===== config.mk =====
export PLATFORM = sky130hd
export DESIGN_NAME = cqs_ram
export DESIGN_NICKNAME = d
export VERILOG_FILES = /design/src/rtl/cqs_ram.sv
export SDC_FILE = /design/constraint.sdc
export NUM_CORES = 2
export LEC_CHECK = 0
export ABC_AREA = 1
export CORE_UTILIZATION = 45
export CTS_BUF_LIST = sky130_fd_sc_hd__clkbuf_16
export CTS_CLUSTER_SIZE = 40
export DETAILED_ROUTE_END_ITERATION = 6
export DONT_BUFFER_PORTS = 1
export PLACE_DENSITY = 0.65
export REMOVE_ABC_BUFFERS = 1
export SYNTH_ARGS = -nofsm -noshare
export SYNTH_HDL_FRONTEND = slang
export SYNTH_SLANG_ARGS = --single-unit
export TNS_END_PERCENT = 10

===== constraint.sdc =====
create_clock -name clock -period 2.72 [get_ports clock]
set_input_delay 0.136 -clock clock [delete_from_list [all_inputs] [get_ports clock]]
set_output_delay 0.136 -clock clock [all_outputs]
set_load 0.005 [all_outputs]

===== src/rtl/cqs_ram.sv =====
// ----------------------------------------------------------------------------
// cqs_ram
// Generic single-write, single-read memory with a registered read port.
// ----------------------------------------------------------------------------
`default_nettype none

module cqs_ram #(
   parameter int WIDTH = 32,
   parameter int DEPTH = 128
) (
   input  wire logic                     clock,
   input  wire logic                     wr_en,
   input  wire logic [$clog2(DEPTH)-1:0] wr_addr,
   input  wire logic [WIDTH-1:0]         wr_data,
   input  wire logic [$clog2(DEPTH)-1:0] rd_addr,
   output logic      [WIDTH-1:0]         rd_data
);

   logic [WIDTH-1:0] mem_ff [DEPTH];
   logic [WIDTH-1:0] rd_data_ff;

   always_ff @(posedge clock) begin
      if (wr_en) begin
         mem_ff[wr_addr] <= wr_data;
      end
      rd_data_ff <= mem_ff[rd_addr];
   end

   assign rd_data = rd_data_ff;

endmodule

`default_nettype wire


==> metrics.md <==
| Metric | Value |
|---|---|
| Worst EP arrival | `3.52 ns` |
| Most numerous cell in the Yosys netlist | `nand2_1` |
| Simple-gate portion of the synthesized area | `0.221` |
| Vias in the first global route | `102000` |
| Post-synthesis cell area | `165000 µm²` |
| Setup TNS | `0 ns` |
| Routed WL | `498 mm` |
| Topmost layer with routed signal wires | `met5` |
| Crit path launch type | `input port` |
| Mux contribution to synthesized area | `0` |
| Global-route wire length before repair | `711 mm` |
| Combinational family with the most area after synthesis | `simple AND/OR/NAND/NOR gates` |
| Critical path capture point type | `flip-flop` |
| Fraction of registers with async set or reset after synthesis | `0` |
| Final core occ | `0.518` |
| Drt via density | `5.88` |
| Min-delay worst type | `in2reg` |
| Post-Synthesis Mean Instance Area | `12.3 µm²` |
| Startpoint-to-endpoint class of the critical path | `in2reg` |
| Transition time at the pin with the least slew margin | `1.84 ns` |
| Number of remaining DRC errors | `6` |
| Headroom to the max-slew limit | `-0.227` |
| #FFs+latches synth | `4128` |
| CTS max path bufs | `4` |
| Hold path cells | `3` |
| Ratio of cells with drive above 1 in the final layout | `0.0910` |
| Floorplan die area | `368000 µm²` |
| Ports | `80` |
| Wire length on met2 | `227 mm` |
| Power Density | `714 nW/µm²` |
| Routability congestion estimate from global placement | `0.831` |
| Worst supply voltage drop on vdd | `533 µV` |
| M1 WL | `190 mm` |
| Startpoint of the worst setup timing path | `rd_addr[0]` |
| Proportion of synthesized chip area in sequential cells | `0.751` |
| Synthesis warning total | `0` |
| Routed via count | `109000` |
| Outcome | `finished with violations` |
| Antenna violations before repair | `17` |
| Root Driver | `clkbuf_16` |
| Number of cells on the worst reg-to-reg path | `9` |
| FMAX | `375 MHz` |
| Worst Skew | `0.0394 ns` |
| Quantity of I/O buffers inserted on ports | `0` |
| GRT Overall Usage | `0.264` |
| Total grt overflow | `0` |
| Routed Antenna Nets | `0` |
| Most used flip-flop cell after synthesis | `edfxtp_1` |
| Failing checks | `DRC, hold timing, slew limit` |
| Count of routing violations after the opening detailed-route iteration | `13100` |
| CTS clk-pin slew, worst paths | `0.06 ns` |
| Post-synthesis xor/xnor area fraction | `0` |
| Number of clock sinks | `4128` |
| Pre-antenna DRT Iters | `7` |
| Chip height | `607 µm` |
| Post-synthesis cell count | `13400` |
| Synth Area in Adders | `0` |
| Number of core rows | `221` |
| Skew-Pair Late Insertion Delay | `0.94 ns` |
| Final Hold Slack | `-0.443 ns` |
| Most area-consuming cells after synthesis | `edfxtp_1 (75%), nand3_1 (12%), nand2_1 (9.5%)` |
| Number of placed cells counting well taps | `17800` |
| Library cell occupying the most area in the post-synthesis netlist | `edfxtp_1` |
| Time the worst path needs with I/O delays and setup | `2.66 ns` |
| Final max-slew violation count | `226` |
| Reg-to-reg critical path startpoint | `mem_ff[31][1]$_DFFE_PP_` |
| Number of max-cap violations | `0` |
| Starting density of the core | `0.453` |
| Number of enable-type register cells in the synthesized netlist | `4096` |
| Width of the chip | `607 µm` |
| Pin count of the biggest net entering global routing | `514` |
| Final std cells w/o fill | `18600` |
| Source of the worst hold timing path | `rd_addr[5]` |
| Total clock buffers created by CTS | `401` |
| CTS Hold Buffers Added | `75` |
| Most instantiated cells after synthesis | `nand2_1 (4151), edfxtp_1 (4096), nand3_1 (4035)` |
| Routed WL per cell | `26.8 µm` |
| Placeable Area | `363000 µm²` |
| Leakage component of the power | `0.0654 µW` |
| Part of the cycle the worst path needs | `0.979` |
| Final setup violating endpoints | `0` |
| Placed wire-length estimate | `244 mm` |
| Signed area change from the synthesized netlist to the final layout | `14.4%` |
| Fill cell total of the finished layout | `30100` |
| Post-layout net count | `13500` |
| Share of the synthesized area in the top cell type | `0.747` |
| Number of H-tree levels | `5` |
| Hold Violations, Final | `32` |
| Clock tree from TritonCTS | `built` |
| Routed length on met3 | `52.5 mm` |
| Post-synthesis compound-gate area fraction | `0` |
| Worst EP required | `3.58 ns` |
| Netlist cell types | `15` |
| Critical path peak fanout | `187` |
[stage by stage]
step                      setup slack (ns)  cell area (µm²)  total power (µW)
after floorplan                      -7.65           160000             75700
after detailed placement             -2.01           174000             78700
after global placement               -1.94           174000             78600
final                               0.0561           188000            134000
after CTS                          0.00868           188000            135000
after global routing               -0.0133           188000            138000
[final cells by class]
cell class,count,area (µm²),share of cell area
antenna,12,30.0,0.000159
clock buffer,412,10300,0.0548
clock inverter,313,2660,0.0141
inverter,24,143,0.000758
multi-input combinational,8328,37300,0.198
sequential,4128,124000,0.657
tap,4794,6000,0.0319
timing repair buffer,592,8160,0.0434
[routing by layer]
layer / track usage / vias up
met5: 0 / -
met4: 0.134 / 4
met3: 0.0510 / 976
met2: 0.412 / 6157
met1: 0.354 / 54000
li1: - / 48200
[cell families after synthesis]
family | Yosys count
buffers and inverters | 933
DFF | 4128
and+or+nand+nor | 8328
[critical path: stages]
cell and delay, ns:
buf_16 0.45, buf_16 0.41, buf_16 0.51, nand2_1 0.10
nand3_1 0.13, nand3_1 0.10, nand3_1 0.21, nand3_1 0.27
nand3_1 0.23, nand3_1 0.11, buf_4 0.20, nand2_1 0.08
[state kept, by name, indices dropped and copies added (netlist names)]
register and count:
mem_ff 4096, rd_data 32
[placed cells by master (no fill, tap or decap), drive strengths merged]
cell type       n
diode          12
nor2          134
clkbuf        417
bufbuf          5
clkinvlp       19
clkinv        164
nand2        4151
dlygate4sd3    42
dfxtp          32
edfxtp       4096
nand3        4035
bufinv         47
inv           107
buf           540
nor3            8
[power by group]
part / switching [µW] / internal, µW / leakage, µW / total, µW
sequential: 443 / 70200 / 0.0371 / 70700
combinational: 5930 / 2360 / 0.0217 / 8290
clock: 23600 / 31800 / 0.00663 / 55400
total: 30000 / 104000 / 0.0654 / 134000
[final timing paths]
path	end	slack [ns]
setup / recovery	rd_data[22]$_DFF_P_	0.06
hold / removal	rd_data[3]$_DFF_P_	-0.44
setup reg to reg	rd_data[1]$_DFF_P_	0.62
hold reg to reg	rd_data[14]$_DFF_P_	0.83
[repair_timing]
action | in CTS | in global routing
endpoints found under the setup margin | 32 | 32
resized for setup | 0 | 8
endpoints found under the hold margin | 4534 | 32
gates cloned | 7 | 5
setup buffers | 0 | 0
Note: power is estimated with default switching activity, not from simulation.
